File: src/design/shfl_pkg.sv
// Package with types and constants of the snapshot history floor lookup core.
package shfl_pkg;

   localparam int HISTORY_DEPTH_DEF = 16;

   localparam int TIME_W  = 64;
   localparam int ROOT_W  = 32;
   localparam int CSR_W   = 32;
   localparam int CSR_IDX_W = 2;

   // Request opcodes
   localparam logic OP_RECORD = 1'b0;
   localparam logic OP_FIND   = 1'b1;

   // Register indexes
   localparam logic [CSR_IDX_W-1:0] CSR_LIVE_ROOT    = 2'd0;
   localparam logic [CSR_IDX_W-1:0] CSR_INVALID_PAGE = 2'd1;

   // Status codes
   localparam logic STATUS_OK      = 1'b0;
   localparam logic STATUS_INVALID = 1'b1;

   // One history entry as held in the memory
   typedef struct packed {
      logic [TIME_W-1:0] snap_time;
      logic [ROOT_W-1:0] snap_root;
   } snap_entry_type;

endpackage

File: src/design/snapshot_history_floor_lookup_core.sv
// Snapshot history ring with floor lookup over an entry memory with one write and one read port.
//
//   channel | ports                                   | transfer when
//   --------+-----------------------------------------+----------------------
//   request | start, busy, req_opcode/timestamp/root  | start && !busy
//   result  | rsp_valid, rsp_found_root/from_history/ | rsp_valid (one cycle)
//           | rsp_status                              |
//   config  | csr_we, csr_index, csr_wdata            | csr_we
//
// A record writes its entry at once and its result shows in the next cycle,
// with busy staying low. A find reads one stored entry per cycle through the
// memory's read port, keeping busy high until its result shows as busy falls.
// Reset clears the fill count, the head pointer and both registers; the memory
// itself is not cleared, only entries below the fill count are read.
// The receiver cannot stall: each result is on the ports for one cycle.
module snapshot_history_floor_lookup_core #(
   parameter int HISTORY_DEPTH = shfl_pkg::HISTORY_DEPTH_DEF
) (
   input  logic                            clock,
   input  logic                            reset,
   input  logic                            start,
   output logic                            busy,
   input  logic                            req_opcode,
   input  logic [shfl_pkg::TIME_W-1:0]     req_timestamp,
   input  logic [shfl_pkg::ROOT_W-1:0]     req_root_id,
   output logic                            rsp_valid,
   output logic [shfl_pkg::ROOT_W-1:0]     rsp_found_root,
   output logic                            rsp_from_history,
   output logic                            rsp_status,
   input  logic                            csr_we,
   input  logic [shfl_pkg::CSR_IDX_W-1:0]  csr_index,
   input  logic [shfl_pkg::CSR_W-1:0]      csr_wdata
);

   localparam int IDX_W = (HISTORY_DEPTH > 1) ? $clog2(HISTORY_DEPTH) : 1;
   localparam int CNT_W = $clog2(HISTORY_DEPTH + 1);
   localparam int SUM_W = CNT_W + 1;
   localparam logic [IDX_W-1:0] LAST_SLOT = IDX_W'(HISTORY_DEPTH - 1);
   localparam logic [CNT_W-1:0] FULL_CNT  = CNT_W'(HISTORY_DEPTH);
   localparam logic [SUM_W-1:0] DEPTH_SUM = SUM_W'(HISTORY_DEPTH);

   typedef enum logic {
      ST_IDLE,
      ST_SCAN
   } state_type;

   // Control state
   state_type          state_ff, state_in;
   logic [CNT_W-1:0]   count_ff, count_in;
   logic [IDX_W-1:0]   oldest_ff, oldest_in;
   logic [CNT_W-1:0]   issued_ff, issued_in;
   logic [IDX_W-1:0]   scan_slot_ff, scan_slot_in;
   logic               rd_vld_ff, rd_vld_in;
   logic               hit_ff, hit_in;
   logic               rsp_valid_ff, rsp_valid_in;

   // Payload state
   logic [shfl_pkg::ROOT_W-1:0] live_root_ff, live_root_in;
   logic [shfl_pkg::ROOT_W-1:0] invalid_page_ff, invalid_page_in;
   logic [shfl_pkg::TIME_W-1:0] query_ff, query_in;
   logic [shfl_pkg::TIME_W-1:0] best_time_ff, best_time_in;
   logic [shfl_pkg::ROOT_W-1:0] best_root_ff, best_root_in;
   logic [shfl_pkg::ROOT_W-1:0] rsp_root_ff, rsp_root_in;
   logic                        rsp_hist_ff, rsp_hist_in;
   logic                        rsp_status_ff, rsp_status_in;

   // Memory
   shfl_pkg::snap_entry_type mem [HISTORY_DEPTH];
   shfl_pkg::snap_entry_type rd_data_ff;
   shfl_pkg::snap_entry_type wr_data;
   logic                     mem_we;
   logic [IDX_W-1:0]         wr_addr;

   logic               accept;
   logic [SUM_W-1:0]   tail_sum;
   logic [IDX_W-1:0]   tail_slot;
   logic               is_full;
   logic               cand_ok;
   logic               cand_better;

   assign accept  = start && (state_ff == ST_IDLE);
   assign is_full = (count_ff == FULL_CNT);

   // Slot after the newest entry; sum stays below twice the depth
   always_comb begin
      tail_sum = SUM_W'(oldest_ff) + SUM_W'(count_ff);
      if (tail_sum >= DEPTH_SUM) begin
         tail_sum = tail_sum - DEPTH_SUM;
      end
      tail_slot = tail_sum[IDX_W-1:0];
   end

   // Candidate test: not after the query, and strictly nearer than the best so
   // far. Before any hit, only the all-ones distance is refused.
   always_comb begin
      cand_ok = (rd_data_ff.snap_time <= query_ff);
      if (hit_ff) begin
         cand_better = (rd_data_ff.snap_time > best_time_ff);
      end else begin
         cand_better = !((rd_data_ff.snap_time == '0) && (&query_ff));
      end
   end

   // Next-state logic
   always_comb begin
      state_in        = state_ff;
      count_in        = count_ff;
      oldest_in       = oldest_ff;
      issued_in       = issued_ff;
      scan_slot_in    = scan_slot_ff;
      rd_vld_in       = 1'b0;
      hit_in          = hit_ff;
      rsp_valid_in    = 1'b0;
      live_root_in    = live_root_ff;
      invalid_page_in = invalid_page_ff;
      query_in        = query_ff;
      best_time_in    = best_time_ff;
      best_root_in    = best_root_ff;
      rsp_root_in     = rsp_root_ff;
      rsp_hist_in     = rsp_hist_ff;
      rsp_status_in   = rsp_status_ff;
      mem_we          = 1'b0;
      wr_addr         = tail_slot;
      wr_data.snap_time = req_timestamp;
      wr_data.snap_root = req_root_id;

      // Register writes
      if (csr_we) begin
         unique case (csr_index)
            shfl_pkg::CSR_LIVE_ROOT:    live_root_in    = csr_wdata;
            shfl_pkg::CSR_INVALID_PAGE: invalid_page_in = csr_wdata;
            default: ;
         endcase
      end

      unique case (state_ff)
         ST_IDLE: begin
            if (accept) begin
               if (req_opcode == shfl_pkg::OP_RECORD) begin
                  // Append; when full, overwrite the oldest and advance the head
                  mem_we = 1'b1;
                  if (is_full) begin
                     wr_addr   = oldest_ff;
                     oldest_in = (oldest_ff == LAST_SLOT) ? '0 : oldest_ff + 1'b1;
                  end else begin
                     count_in = count_ff + 1'b1;
                  end
                  rsp_valid_in  = 1'b1;
                  rsp_root_in   = '0;
                  rsp_hist_in   = 1'b0;
                  rsp_status_in = shfl_pkg::STATUS_OK;
               end else begin
                  // Start the scan at the oldest entry
                  state_in     = ST_SCAN;
                  query_in     = req_timestamp;
                  best_root_in = live_root_ff;
                  best_time_in = '0;
                  hit_in       = 1'b0;
                  issued_in    = '0;
                  scan_slot_in = oldest_ff;
               end
            end
         end
         ST_SCAN: begin
            // Issue one read a cycle
            if (issued_ff != count_ff) begin
               rd_vld_in    = 1'b1;
               issued_in    = issued_ff + 1'b1;
               scan_slot_in = (scan_slot_ff == LAST_SLOT) ? '0 : scan_slot_ff + 1'b1;
            end
            // Evaluate the entry read last cycle
            if (rd_vld_ff && cand_ok && cand_better) begin
               best_time_in = rd_data_ff.snap_time;
               best_root_in = rd_data_ff.snap_root;
               hit_in       = 1'b1;
            end
            // All entries seen: deliver
            if ((issued_ff == count_ff) && !rd_vld_ff) begin
               state_in      = ST_IDLE;
               rsp_valid_in  = 1'b1;
               rsp_root_in   = best_root_ff;
               rsp_hist_in   = hit_ff;
               rsp_status_in = (best_root_ff == invalid_page_ff) ?
                               shfl_pkg::STATUS_INVALID : shfl_pkg::STATUS_OK;
            end
         end
         default: state_in = ST_IDLE;
      endcase
   end

   // Memory: records write only when idle; the read port samples every cycle and only scans use it
   always_ff @(posedge clock) begin
      if (mem_we) begin
         mem[wr_addr] <= wr_data;
      end
      rd_data_ff <= mem[scan_slot_ff];
   end

   // State and registered outputs
   always_ff @(posedge clock) begin
      if (reset) begin
         state_ff        <= ST_IDLE;
         count_ff        <= '0;
         oldest_ff       <= '0;
         issued_ff       <= '0;
         scan_slot_ff    <= '0;
         rd_vld_ff       <= 1'b0;
         hit_ff          <= 1'b0;
         rsp_valid_ff    <= 1'b0;
         live_root_ff    <= '0;
         invalid_page_ff <= '0;
      end else begin
         state_ff        <= state_in;
         count_ff        <= count_in;
         oldest_ff       <= oldest_in;
         issued_ff       <= issued_in;
         scan_slot_ff    <= scan_slot_in;
         rd_vld_ff       <= rd_vld_in;
         hit_ff          <= hit_in;
         rsp_valid_ff    <= rsp_valid_in;
         live_root_ff    <= live_root_in;
         invalid_page_ff <= invalid_page_in;
      end
      query_ff      <= query_in;
      best_time_ff  <= best_time_in;
      best_root_ff  <= best_root_in;
      rsp_root_ff   <= rsp_root_in;
      rsp_hist_ff   <= rsp_hist_in;
      rsp_status_ff <= rsp_status_in;
   end

   assign busy             = (state_ff != ST_IDLE);
   assign rsp_valid        = rsp_valid_ff;
   assign rsp_found_root   = rsp_root_ff;
   assign rsp_from_history = rsp_hist_ff;
   assign rsp_status       = rsp_status_ff;

endmodule

File: config.mk
export PLATFORM = sky130hd
export DESIGN_NAME = snapshot_history_floor_lookup_core
export DESIGN_NICKNAME = d
export VERILOG_FILES = /design/src/design/shfl_pkg.sv /design/src/design/snapshot_history_floor_lookup_core.sv
export SDC_FILE = /design/constraint.sdc
export NUM_CORES = 2
export LEC_CHECK = 0
export ABC_AREA = 0
export ABC_CLOCK_PERIOD_IN_PS = 13500
export BUFFER_PORTS_ARGS = -buffer_cell sky130_fd_sc_hd__clkbuf_2
export CAP_MARGIN = 40
export CORE_MARGIN = 5
export CORE_UTILIZATION = 50
export DETAILED_ROUTE_END_ITERATION = 7
export PLACE_DENSITY = 0.66
export SLEW_MARGIN = 20
export SYNTH_ARGS = -nofsm -noshare
export SYNTH_HDL_FRONTEND = slang
export SYNTH_SLANG_ARGS = --single-unit
File: constraint.sdc
create_clock -name clock -period 13.5 [get_ports clock]
set_input_delay 0.675 -clock clock [delete_from_list [all_inputs] [get_ports clock]]
set_output_delay 0.675 -clock clock [all_outputs]
set_load 0.05 [all_outputs]
==> flow_metrics.env <==
export IMPL_hold_viol_final=0
export IMPL_swShare_pct=21.8
export IMPL_critPathMostFrequentCell="buf_4"
export IMPL_synth_seq_cells=1912
export IMPL_area_growth_pct=14.1
export IMPL_endpoint_kind="flop"
export IMPL_yosys_area_top_type="edfxtp_1"
export IMPL_crit_required_ns=13.98
export IMPL_wl_um=174000
export IMPL_setup_viol=0
export IMPL_yosys_warnings=0
export IMPL_cts_setup_buffers=0
export IMPL_die_w_um=394
export IMPL_cap_violations=0
export IMPL_ys_async_sr_fraction_pct=0
export IMPL_grt_pass1_wl_um=254000
export IMPL_seq_power_share_pct=52.4
export IMPL_power_w=0.0127
export IMPL_hold_slack_ns=0.0835
export IMPL_post_route_drc_count=0
export IMPL_comb_power_share_pct=6.0
export IMPL_coreArea_um2=146000
export IMPL_final_period_utilization_pct=33.4
export IMPL_cp_startpoint="count_ff[1]$_SDFFE_PP0P_"
export IMPL_gp_congestion=0.829
export IMPL_grt_util_met2_pct=36.2
export IMPL_io_pin_count=171
export IMPL_critPathSlowestCell="buf_4"
export IMPL_p_sw_w=0.00276
export IMPL_worstReg2RegStart="count_ff[1]$_SDFFE_PP0P_"
export IMPL_antenna_found_initial=28
export IMPL_dp_hpwl_um=105000
export IMPL_clockBufferDepth=3
export IMPL_synth_fp_nets=3833
export IMPL_synth_common_cells="1,730 x edfxtp_1, 480 x mux4_2, 182 x dfxtp_1"
export IMPL_num_fill_cells=10700
export IMPL_maxSlewViolCount=0
export IMPL_synth_ff_type="edfxtp_1"
export IMPL_ir_worst_vdd_mv=0.116
export IMPL_cts_sinks=1912
export IMPL_synth_most_common_cell="edfxtp_1"
export IMPL_first_global_vias=36000
export IMPL_synth_area_um2=73700
export IMPL_period_minus_slack_ns=4.51
export IMPL_final_layout_size_suffix_gt1_share_pct=27.0
export IMPL_layoutNonFillerInstCount=5962
export IMPL_ctsHoldBuffers=0
export IMPL_criticalPathCategory="reg2reg"
export IMPL_status="completed"
export IMPL_syn_inst=3561
export IMPL_relSlewSlack_pct=39.4
export IMPL_fp_row_count=140
export IMPL_yosysTopAreaCellShare_pct=70.5
export IMPL_route_vias_total=35500
export IMPL_die_area_um2=155000
export IMPL_grt_max_degree=100
export IMPL_met3_usage_pct=4.44
export IMPL_ant_nets=0
export IMPL_clock_latency_ns=0.83
export IMPL_power_frac_clock_pct=41.5
export IMPL_wl_per_cell_um=29.1
export IMPL_syn_area_per_cell_um2=20.7
export IMPL_power_internal_w=0.00994
export IMPL_worst_slew_pin_slew_ns=0.909
export IMPL_post_route_util_pct=57.6
export IMPL_slowest_delay_ns=0.61
export IMPL_crit_arrival_ns=4.99
export IMPL_htree_levels=4
export IMPL_dp_cells=5586
export IMPL_path_max_fanout=32
export IMPL_port_buffers=170
export IMPL_leakagePower_nw=27.3
export IMPL_cts_clk_slew_worst_paths_ns=0.06
export IMPL_track_usage_pct=22.5
export IMPL_synthTopCellsByArea="edfxtp_1 70%, mux4_2 15%, dfxtp_1 4.9%, ha_1 2.3%, nand2_1 0.89%"
export IMPL_cts_buffers_inserted=189
export IMPL_chipHeight_um=394
export IMPL_grt_setup_unrepaired="no"
export IMPL_busiest_layer="met2"
export IMPL_p_per_area_nw_per_um2=151
export IMPL_drt_iter0_markers=3342
export IMPL_synth_edf_count=1730
export IMPL_path_cells="inv_1 > ha_1 > nor4bb_1 > buf_4 > and2_1 > nand2_1 > a21boi_0 > nand2b_1 > nor2_4 > buf_4 > buf_4 > buf_12"
export IMPL_cts_root_buf="clkbuf_16"
export IMPL_overflow=0
export IMPL_hp_class="in2reg"
export IMPL_fin_skew_ns=0.0504
export IMPL_viasPerCell=5.95
export IMPL_start_kind="flop"
export IMPL_num_nets_final=4139
export IMPL_cts_tree="built"
export IMPL_fmax_ghz=0.222
export IMPL_seq_area_frac_synth_pct=75.4
export IMPL_hold_path_startpoint="csr_wdata[27]"
export IMPL_setup_tns_final_ns=0
export IMPL_reg2reg_setup_slack_ns=8.99
export IMPL_initial_core_util_pct=50.4
export IMPL_postCtsResizedCells=0
export IMPL_detail_route_first_pass_iterations=5
export IMPL_grtUsageMet1_pct=32.4
export IMPL_ys_types=57
-- sequential cells by signal (all words and copies together) (netlist names), 4 cells and up --
name,cells
mem,1536
rd_data_ff,96
best_time_ff,64
query_ff,64
best_root_ff,32
invalid_page_ff,32
live_root_ff,32
rsp_found_root,32
count_ff,5
issued_ff,5
oldest_ff,4
scan_slot_ff,4
-- power groups by stage --
stage               clock network (W)  registers [W]  logic [W]
floorplan                           0        0.00676   0.000481
global placement                    0        0.00680   0.000741
detailed placement                  0        0.00679   0.000768
CTS                           0.00538        0.00667   0.000772
global route                  0.00564        0.00667   0.000833
finish                        0.00528        0.00667   0.000765
-- metal layers --
metal / wire length [um] / up-vias
met1: 72600 / 18800
met5: 77 / -
met2: 84900 / 1328
met4: 3250 / 14
met3: 13000 / 245
li1: - / 15100
-- area by class of cell --
class | instances | area, um2 | share of cell area [%]
antenna | 13 | 32.5 | 0.0387
clock buffer | 251 | 5120 | 6.08
clock inverter | 105 | 1190 | 1.41
inverter | 137 | 515 | 0.613
multi-input combinational | 1362 | 17000 | 20.2
sequential | 1912 | 55600 | 66.1
tap | 1917 | 2400 | 2.85
timing repair buffer | 265 | 2220 | 2.64
-- final timing paths --
kind,to,cells past startpoint
setup reg to reg,mem[7][91]$_DFFE_PP_,12
setup / recovery,mem[7][91]$_DFFE_PP_,12
hold reg to reg,live_root_ff[31]$_SDFFE_PP0P_,2
hold / removal,invalid_page_ff[27]$_SDFFE_PP0P_,3
-- layout by cell type, fill, tap and decap left out, types with 49 or more instances in the layout --
cell type	Yosys	final
edfxtp_1	1730	1730
mux4_2	480	480
clkbuf_16	0	192
dfxtp_1	182	177
nand2_1	174	174
clkbuf_2	0	169
inv_1	137	136
ha_1	136	136
a21oi_1	124	124
and2_1	98	98
buf_4	23	58
clkbuf_1	86	50
nand4_1	49	49
-- cell families (layout without fill, tap and decap cells) --
family | Yosys count | count (layout) | synth area share, %
buf+inv | 287 | 758 | 1.67
compound gates | 195 | 195 | 1.53
simple gates | 466 | 466 | 3.24
flops | 1912 | 1912 | 75.4
mux | 516 | 516 | 15.2
xor+xnor | 48 | 48 | 0.570
other cells | 0 | 13 | 0
fa+ha+maj | 137 | 137 | 2.34
-- per-stage QoR --
step | cell area, um2 | setup slack (ns)
after floorplan | 73700 | 4.00
after global placement | 76900 | 8.51
after global routing | 84100 | 8.63
after detailed placement | 77600 | 8.63
final | 84100 | 8.99
after CTS | 83900 | 8.91
-- worst max-delay path: cells and delay by family (launching register included) --
kind / cells / cell delay, ns
buffers and inverters: 5 / 1.85
adder cells (fa/ha/maj): 1 / 0.17
flip-flops: 1 / 0.37
AND/OR/NAND/NOR: 5 / 1.47
AO/OA/AOI/OAI: 1 / 0.18
Power figures use the tool's default switching activity.
